--- src/hdl/ostt_pkg.sv ---
`default_nettype none

package ostt_pkg;

  localparam int SLOTS_DEF  = 16;
  localparam int RESULT_CAP = 16;
  localparam int ID_W       = 32;
  localparam int DELAY_W    = 32;
  localparam int EXP_W      = 64;
  localparam int ENTRY_W    = ID_W + EXP_W;

  typedef enum logic [1:0] {
    OP_TICK = 2'd0,
    OP_REG  = 2'd1,
    OP_REM  = 2'd2,
    OP_SCAN = 2'd3
  } op_t;

  typedef enum logic [2:0] {
    ST_IDLE,
    ST_TICK,
    ST_REG,
    ST_WALK,
    ST_FLUSH
  } state_t;

  typedef struct packed {
    op_t             kind;
    logic [ID_W-1:0] id;
    logic            ok;
    logic            last;
  } res_t;

endpackage

`default_nettype wire

--- src/hdl/one_shot_timer_table.sv ---
// tick: the tick state loads the result word into the output register once it is free
// register: lowest free slot found by a walk over the valid bits
// remove: one walk over the entry ram (one read per cycle)
// scan: one ram walk per fired timer, plus a closing walk when fewer than 16 fire, up to 16 fired per scan
// a new word is taken once the last result is in the output register
// rst_n (synchronous) empties the table, clears the tick count and sets the next id to 1
`default_nettype none

module one_shot_timer_table #(
  parameter int SLOTS = ostt_pkg::SLOTS_DEF
) (
  input  wire logic        clk,
  input  wire logic        rst_n,
  input  wire logic        in_tvalid,
  output logic             in_tready,
  input  wire logic [63:0] in_tdata,   // delay[31:0], target_id[63:32]
  input  wire logic [1:0]  in_tuser,   // func[1:0]
  output logic             out_tvalid,
  input  wire logic        out_tready,
  output logic      [39:0] out_tdata,  // timer_id_out[31:0], ok[32], zero[39:33]
  output logic      [1:0]  out_tuser,  // result_kind[1:0]
  output logic             out_tlast
);

  localparam int IW = $clog2(SLOTS);
  localparam int CW = $clog2(SLOTS + 1);
  localparam int FW = $clog2(ostt_pkg::RESULT_CAP);
  localparam int IDW = ostt_pkg::ID_W;
  localparam int EXW = ostt_pkg::EXP_W;

  ostt_pkg::state_t state_r, state_nxt;
  ostt_pkg::op_t    op_r, op_nxt;
  logic [ostt_pkg::DELAY_W-1:0] delay_r, delay_nxt;
  logic [IDW-1:0]   rid_r, rid_nxt;
  logic [CW-1:0]    cnt_r, cnt_nxt;
  logic             chk_vld_r, chk_vld_nxt;
  logic [IW-1:0]    chk_idx_r, chk_idx_nxt;
  logic [SLOTS-1:0] valid_r, valid_nxt;
  logic [EXW-1:0]   tick_r, tick_nxt;
  logic [IDW-1:0]   nid_r, nid_nxt;
  logic             hit_r, hit_nxt;
  logic [IDW-1:0]   best_id_r, best_id_nxt;
  logic [IW-1:0]    best_idx_r, best_idx_nxt;
  logic             pend_vld_r, pend_vld_nxt;
  logic [IDW-1:0]   pend_id_r, pend_id_nxt;
  logic [FW-1:0]    fired_r, fired_nxt;
  ostt_pkg::res_t   out_res_r, res_emit;
  logic             out_tvalid_r;

  logic                         ram_we;
  logic [ostt_pkg::ENTRY_W-1:0] ram_wdata, ram_rdata;
  logic [IDW-1:0]               rd_ident;
  logic [EXW-1:0]               rd_exp;

  logic          in_acc, out_free, go, need_emit, out_load;
  logic          walk_end, chk_live, rem_match, scan_cand;
  logic [IW-1:0] reg_slot;
  logic          reg_free, reg_last, scan_cap;

  assign in_acc    = in_tvalid && in_tready;
  assign in_tready = (state_r == ostt_pkg::ST_IDLE);
  assign out_free  = !out_tvalid_r || out_tready;

  assign rd_ident = ram_rdata[IDW-1:0];
  assign rd_exp   = ram_rdata[ostt_pkg::ENTRY_W-1:IDW];

  assign walk_end  = (state_r == ostt_pkg::ST_WALK) && (cnt_r == CW'(SLOTS)) && !chk_vld_r;
  assign chk_live  = chk_vld_r && valid_r[chk_idx_r];
  assign rem_match = chk_live && (rd_ident == rid_r);
  // strict less keeps the lower slot on equal ids
  assign scan_cand = chk_live && (rd_exp <= tick_r) && (!hit_r || (rd_ident < best_id_r));
  assign reg_slot  = cnt_r[IW-1:0];
  assign reg_free  = !valid_r[reg_slot];
  assign reg_last  = (cnt_r == CW'(SLOTS - 1));
  assign scan_cap  = (fired_r == FW'(ostt_pkg::RESULT_CAP - 1));

  assign ram_wdata = {tick_r + EXW'(delay_r), nid_r};

  ostt_ram #(
    .WIDTH (ostt_pkg::ENTRY_W),
    .DEPTH (SLOTS)
  ) u_entries (
    .clk     (clk),
    .wr_en   (ram_we),
    .wr_addr (reg_slot),
    .wr_data (ram_wdata),
    .rd_addr (cnt_r[IW-1:0]),
    .rd_data (ram_rdata)
  );

  // result word to emit and whether this cycle wants to emit one
  always_comb begin
    need_emit = 1'b0;
    res_emit  = '{kind: op_r, id: '0, ok: 1'b0, last: 1'b1};
    unique case (state_r)
      ostt_pkg::ST_IDLE: begin
        need_emit = 1'b0;
      end
      ostt_pkg::ST_TICK: begin
        need_emit = 1'b1;
        res_emit  = '{kind: ostt_pkg::OP_TICK, id: '0, ok: 1'b1, last: 1'b1};
      end
      ostt_pkg::ST_REG: begin
        need_emit = reg_free || reg_last;
        if (reg_free) begin
          res_emit = '{kind: ostt_pkg::OP_REG, id: nid_r, ok: 1'b1, last: 1'b1};
        end else begin
          res_emit = '{kind: ostt_pkg::OP_REG, id: '0, ok: 1'b0, last: 1'b1};
        end
      end
      ostt_pkg::ST_WALK: begin
        if (op_r == ostt_pkg::OP_REM) begin
          need_emit = walk_end;
          res_emit  = '{kind: ostt_pkg::OP_REM, id: '0, ok: hit_r, last: 1'b1};
        end else if (hit_r) begin
          // a further expired timer exists, so the pending one is not last
          need_emit = walk_end && pend_vld_r;
          res_emit  = '{kind: ostt_pkg::OP_SCAN, id: pend_id_r, ok: 1'b1, last: 1'b0};
        end else begin
          need_emit = walk_end;
          if (pend_vld_r) begin
            res_emit = '{kind: ostt_pkg::OP_SCAN, id: pend_id_r, ok: 1'b1, last: 1'b1};
          end else begin
            res_emit = '{kind: ostt_pkg::OP_SCAN, id: '0, ok: 1'b0, last: 1'b1};
          end
        end
      end
      ostt_pkg::ST_FLUSH: begin
        need_emit = 1'b1;
        res_emit  = '{kind: ostt_pkg::OP_SCAN, id: pend_id_r, ok: 1'b1, last: 1'b1};
      end
      default: begin
        need_emit = 1'b0;
      end
    endcase
  end

  assign go       = !need_emit || out_free;
  assign out_load = need_emit && out_free;

  // next state
  always_comb begin
    state_nxt = state_r;
    unique case (state_r)
      ostt_pkg::ST_IDLE: begin
        if (in_acc) begin
          unique case (ostt_pkg::op_t'(in_tuser))
            ostt_pkg::OP_TICK: state_nxt = ostt_pkg::ST_TICK;
            ostt_pkg::OP_REG:  state_nxt = ostt_pkg::ST_REG;
            default:           state_nxt = ostt_pkg::ST_WALK;
          endcase
        end
      end
      ostt_pkg::ST_TICK: begin
        if (go) state_nxt = ostt_pkg::ST_IDLE;
      end
      ostt_pkg::ST_REG: begin
        if (go && (reg_free || reg_last)) state_nxt = ostt_pkg::ST_IDLE;
      end
      ostt_pkg::ST_WALK: begin
        if (walk_end && go) begin
          if (op_r == ostt_pkg::OP_SCAN && hit_r) begin
            state_nxt = scan_cap ? ostt_pkg::ST_FLUSH : ostt_pkg::ST_WALK;
          end else begin
            state_nxt = ostt_pkg::ST_IDLE;
          end
        end
      end
      ostt_pkg::ST_FLUSH: begin
        if (go) state_nxt = ostt_pkg::ST_IDLE;
      end
      default: state_nxt = ostt_pkg::ST_IDLE;
    endcase
  end

  // datapath and sequencer registers
  always_comb begin
    op_nxt       = op_r;
    delay_nxt    = delay_r;
    rid_nxt      = rid_r;
    cnt_nxt      = cnt_r;
    chk_vld_nxt  = 1'b0;
    chk_idx_nxt  = cnt_r[IW-1:0];
    valid_nxt    = valid_r;
    tick_nxt     = tick_r;
    nid_nxt      = nid_r;
    hit_nxt      = hit_r;
    best_id_nxt  = best_id_r;
    best_idx_nxt = best_idx_r;
    pend_vld_nxt = pend_vld_r;
    pend_id_nxt  = pend_id_r;
    fired_nxt    = fired_r;
    ram_we       = 1'b0;
    unique case (state_r)
      ostt_pkg::ST_IDLE: begin
        if (in_acc) begin
          op_nxt       = ostt_pkg::op_t'(in_tuser);
          delay_nxt    = in_tdata[31:0];
          rid_nxt      = in_tdata[63:32];
          cnt_nxt      = '0;
          hit_nxt      = 1'b0;
          pend_vld_nxt = 1'b0;
          fired_nxt    = '0;
        end
      end
      ostt_pkg::ST_TICK: begin
        if (go) tick_nxt = tick_r + EXW'(1);
      end
      ostt_pkg::ST_REG: begin
        if (go) begin
          if (reg_free) begin
            ram_we              = 1'b1;
            valid_nxt[reg_slot] = 1'b1;
            nid_nxt             = (nid_r == '1) ? IDW'(1) : nid_r + IDW'(1);
          end else if (!reg_last) begin
            cnt_nxt = cnt_r + CW'(1);
          end
        end
      end
      ostt_pkg::ST_WALK: begin
        if (cnt_r != CW'(SLOTS)) begin
          cnt_nxt     = cnt_r + CW'(1);
          chk_vld_nxt = 1'b1;
        end
        if (op_r == ostt_pkg::OP_REM) begin
          if (rem_match) begin
            valid_nxt[chk_idx_r] = 1'b0;
            hit_nxt              = 1'b1;
          end
        end else if (scan_cand) begin
          hit_nxt      = 1'b1;
          best_id_nxt  = rd_ident;
          best_idx_nxt = chk_idx_r;
        end
        // pass over: fire the best entry and start the next pass
        if (walk_end && go && op_r == ostt_pkg::OP_SCAN && hit_r) begin
          valid_nxt[best_idx_r] = 1'b0;
          pend_vld_nxt          = 1'b1;
          pend_id_nxt           = best_id_r;
          fired_nxt             = fired_r + FW'(1);
          cnt_nxt               = '0;
          hit_nxt               = 1'b0;
        end
      end
      ostt_pkg::ST_FLUSH: begin
        pend_vld_nxt = pend_vld_r;
      end
      default: begin
        cnt_nxt = cnt_r;
      end
    endcase
  end

  always_ff @(posedge clk) begin
    if (!rst_n) begin
      state_r      <= ostt_pkg::ST_IDLE;
      cnt_r        <= '0;
      chk_vld_r    <= 1'b0;
      valid_r      <= '0;
      tick_r       <= '0;
      nid_r        <= IDW'(1);
      hit_r        <= 1'b0;
      pend_vld_r   <= 1'b0;
      fired_r      <= '0;
      out_tvalid_r <= 1'b0;
    end else begin
      state_r    <= state_nxt;
      cnt_r      <= cnt_nxt;
      chk_vld_r  <= chk_vld_nxt;
      valid_r    <= valid_nxt;
      tick_r     <= tick_nxt;
      nid_r      <= nid_nxt;
      hit_r      <= hit_nxt;
      pend_vld_r <= pend_vld_nxt;
      fired_r    <= fired_nxt;
      if (out_load) begin
        out_tvalid_r <= 1'b1;
      end else if (out_tready) begin
        out_tvalid_r <= 1'b0;
      end
    end
  end

  always_ff @(posedge clk) begin
    op_r       <= op_nxt;
    delay_r    <= delay_nxt;
    rid_r      <= rid_nxt;
    chk_idx_r  <= chk_idx_nxt;
    best_id_r  <= best_id_nxt;
    best_idx_r <= best_idx_nxt;
    pend_id_r  <= pend_id_nxt;
    if (out_load) begin
      out_res_r <= res_emit;
    end
  end

  assign out_tvalid = out_tvalid_r;
  assign out_tdata  = {7'd0, out_res_r.ok, out_res_r.id};
  assign out_tuser  = out_res_r.kind;
  assign out_tlast  = out_res_r.last;

  // a waiting word is never overwritten
  a_no_overwrite: assert property (@(posedge clk) disable iff (!rst_n)
    out_load |-> (!out_tvalid_r || out_tready))
    else $error("output word overwritten");

  // id zero is never handed out
  a_nid_nonzero: assert property (@(posedge clk) disable iff (!rst_n)
    nid_r != '0)
    else $error("next id is zero");

  // the tick count moves only on a tick
  a_tick_stable: assert property (@(posedge clk) disable iff (!rst_n)
    (state_r != ostt_pkg::ST_TICK) |=> $stable(tick_r))
    else $error("tick count changed outside a tick");

  // a fired entry leaves the table at the end of its pass
  a_fire_frees: assert property (@(posedge clk) disable iff (!rst_n)
    (walk_end && go && op_r == ostt_pkg::OP_SCAN && hit_r) |=> !valid_r[$past(best_idx_r)])
    else $error("fired entry still valid");

endmodule

`default_nettype wire

--- src/hdl/ostt_ram.sv ---
`default_nettype none

module ostt_ram #(
  parameter int WIDTH = 8,
  parameter int DEPTH = 16
) (
  input  wire logic                     clk,
  input  wire logic                     wr_en,
  input  wire logic [$clog2(DEPTH)-1:0] wr_addr,
  input  wire logic [WIDTH-1:0]         wr_data,
  input  wire logic [$clog2(DEPTH)-1:0] rd_addr,
  output logic      [WIDTH-1:0]         rd_data
);

  logic [WIDTH-1:0] mem [DEPTH];

  always_ff @(posedge clk) begin
    if (wr_en) begin
      mem[wr_addr] <= wr_data;
    end
    rd_data <= mem[rd_addr];
  end

endmodule

`default_nettype wire

--- config.mk ---
export PLATFORM = sky130hd
export DESIGN_NAME = one_shot_timer_table
export DESIGN_NICKNAME = d
export VERILOG_FILES = /design/src/hdl/ostt_pkg.sv /design/src/hdl/one_shot_timer_table.sv /design/src/hdl/ostt_ram.sv
export SDC_FILE = /design/constraint.sdc
export NUM_CORES = 2
export LEC_CHECK = 0
export BUFFER_PORTS_ARGS = -buffer_cell sky130_fd_sc_hd__buf_4
export CAP_MARGIN = 5
export CORE_UTILIZATION = 63
export DETAILED_ROUTE_END_ITERATION = 8
export PLACE_DENSITY = 0.8
export SLEW_MARGIN = 30
export SYNTH_ARGS = -nofsm -noshare
export SYNTH_HDL_FRONTEND = slang
export SYNTH_SLANG_ARGS = --single-unit
--- constraint.sdc ---
create_clock -name clk -period 10.7 [get_ports clk]
set_input_delay 2.14 -clock clk [delete_from_list [all_inputs] [get_ports clk]]
set_output_delay 2.14 -clock clk [all_outputs]
set_load 0.02 [all_outputs]
==> impl_metrics.csv <==
group,metric,value,unit
logic_synthesis,syn_avg_cell_area,19.66,um2
logic_synthesis,yosysTopAreaCell,"edfxtp_1",
cts,cts_root_buf,"clkbuf_16",
logic_synthesis,async_flop_share,0,
sta,rsz0062_at_grt,"false",
sta,fin_setup_tns,0,ns
logic_synthesis,synthTopCellsByArea,"edfxtp_1 (67%), mux4_2 (14%), dfxtp_1 (6.0%), ha_1 (2.2%), xnor2_1 (1.1%)",
placement,gp_congestion,0.8624,
worst_setup_path,slowest_delay,0.75,ns
floorplanning,ioPinCount,115,
flow_run,max_cap_violations,0,
global_route,globalRouteTotalUtil,0.3203,
status,status,"complete, no violations",
worst_setup_path,path_cells,"inv_1, ha_1, nand4_1, nor4_2, nand3_1, nor4_1, nor3b_1, a21oi_1, a2111oi_0, o21a_4",
worst_setup_path,crit_path_max_fanout,36,
finish,seqCellArea,55810,um2
finish,final_cell_mix,"edfxtp_1 (1706), mux4_2 (490), dfxtp_1 (224), clkbuf_16 (188), buf_4 (170)",
placement,dp_hpwl,102100,um
cts,postCtsSetupBuffers,0,
drt,viasPerCell,6.937,
logic_synthesis,ys_seq_area_frac,0.7322,
drt,drt_pass1_iterations,6,
finish,multiInputGateArea,19720,um2
worst_setup_path,crit_path_end_kind,"flip-flop",
global_route,grt_pass1_vias,41050,
cts,htree_levels,4,
drt,drt-initial-drc-count,5375,
floorplanning,die_w,349.8,um
finish,final_common_cell,"edfxtp_1",
cts,ctsResizeCount,0,
worst_setup_path,critPathKind,"flip-flop to flip-flop",
sta,hold_violations,0,
global_route,grt_pass1_wl,278000,um
sta,fin_crit,5.204,ns
finish,drive_above_1_share,0.2409,
floorplanning,die_h,349.8,um
cts,postCtsHoldBufs,0,
placement,port_buffers,107,
cts,cts_tree,"yes",
worst_setup_path,start_kind,"flip-flop",
finish,fillCellCount,6642,
cts,cts.clk_slew.worst_paths,0.06,ns
sta,fmax,192.2,MHz
finish,area_growth,12.55,%
logic_synthesis,postSynthCellCount,3876,
global_route,overflow,0,
power,p_per_area,221.8,nW/um2
finish,fin_util,0.7148,
power,ir_worst_vdd,0.2004,mV
sta,relSlewSlack,0.2774,
cts,numCtsBuffers,182,
sta,max_slew.worst_pin.slew,1.082,ns
logic_synthesis,yosysTopAreaCellShare,0.6723,
drt,wl_per_cell,33.62,um
logic_synthesis,syn-cell-area,76200,um2
logic_synthesis,synth-seq-cells,1934,
logic_synthesis,post_synth_num_cell_types,69,
sta,drv_slew,0,
drt,drc,0,
finish,nets,4299,
floorplanning,core_area,120000,um2
sta,finClkSkew,0.03546,ns
min_path,hold_path.class,"flip-flop to flip-flop",
logic_synthesis,synthFlopType,"edfxtp_1",
drt,final_antenna_net_count,0,
worst_setup_path,worstPathArrival,5.63,ns
sta,period_share,0.4863,
cts,numClockSinks,1934,
logic_synthesis,synth-edff-count,1706,
worst_setup_path,slowest_stage,"nor4_1",
global_route,grt_max_degree,138,
drt,drt_wl_total,197200,um
cts,clock_path_buffers,3,
floorplanning,start_util,0.6351,
floorplanning,dieArea,122300,um2
logic_synthesis,yosysWarnings,0,
floorplanning,rows,127,
sta,finalSetupViolations,0,
worst_setup_path,worstPathRequired,11.12,ns
global_route,antenna_found_initial,3,
power,leakage,0.02748,uW
cts,clock_latency,0.82,ns
drt,dr_total_vias,40690,
==> cell families (layout without fill, tap and decap cells) <==
family,after synthesis,after routing,share of synthesized area
fa+ha+maj,136,136,0.02243
mux,494,494,0.1454
buf+inv,283,651,0.01463
compound gates,331,331,0.02888
other cells,1,10,0.00004921
simple gates,534,534,0.03770
xor+xnor,163,163,0.01874
flops,1934,1934,0.7322
==> layer usage <==
metal / GRT usage / vias to the layer above / routed length, um
met1: 0.4144 / 20940 / 67760
li1: - / 16160 / -
met2: 0.5373 / 3067 / 100900
met5: 0 / - / 13
met4: 0.1356 / 2 / 8803
met3: 0.06033 / 519 / 19740
==> sequential cells by signal, summed over array words and instances, names as in the netlist, 16 cells and up <==
name and flops:
valid_r 16, delay_r 32, tick_r 64, nid_r 32, out_tdata 33, u_entries.rd_data 96
u_entries.mem 1536, best_id_r 32, rid_r 32, pend_id_r 32
==> cell type report <==
| class | count | area share |
|---|---|---|
| sequential | 1934 | 0.6508 |
| tap | 1612 | 0.02352 |
| multi-input combinational | 1665 | 0.2299 |
| clock inverter | 82 | 0.01053 |
| inverter | 116 | 0.005077 |
| antenna | 3 | 0.00008754 |
| clock buffer | 259 | 0.05995 |
| timing repair buffer | 194 | 0.02012 |
==> synth_stat cells (42+ instances only) <==
cell type  count
nand4_1       48
nand2_1       86
xnor2_1       95
nand3_1       55
xor2_1        68
edfxtp_1    1706
nor2_1       101
clkbuf_1     109
a21oi_1       82
and2_1        52
dfxtp_1      228
mux4_2       490
a21o_1        42
ha_1         135
o21ai_0       65
inv_1        116
==> power by group <==
part / switching, uW / internal (uW) / total, uW / leakage [uW]
sequential: 461 / 8800 / 9260 / 0.0173
combinational: 1710 / 1450 / 3160 / 0.00721
clock: 2840 / 3760 / 6600 / 0.00295
==> final timing paths <==
kind           startpoint            end  slack (ns)  cells after the start
max            tick_r[57]  best_idx_r[0]        5.50                     10
min          best_id_r[9]   pend_id_r[9]        0.45                      0
max reg2reg    tick_r[57]  best_idx_r[0]        5.50                     10
min reg2reg  best_id_r[9]   pend_id_r[9]        0.45                      0
==> critical path: cells and delay by family, from the launching register on <==
| kind | cells | cell delay [ns] |
|---|---|---|
| AOI/OAI and AO/OA | 3 | 1.50 |
| buffers and inverters | 1 | 0.18 |
| DFF | 1 | 0.44 |
| adders and majority gates | 1 | 0.36 |
| and+or+nand+nor | 5 | 2.32 |
==> per-stage QoR <==
stage / worst slack, ns / power, uW / hold slack (ns) / area, um2 / instances
3_5_place_dp: 5.037 / 12410 / 0.4317 / 79480 / 5516
6_report: 5.496 / 19020 / 0.4481 / 85760 / 5865
4_1_cts: 4.879 / 18990 / 0.4482 / 85530 / 5857
3_3_place_gp: 5.089 / 12300 / 0.4298 / 79160 / 5510
2_1_floorplan: 0.7868 / 11410 / 0.3290 / 76220 / 3882
5_1_grt: 5.118 / 19530 / 0.4586 / 85750 / 5864
Note: power is estimated with default switching activity, not from simulation.
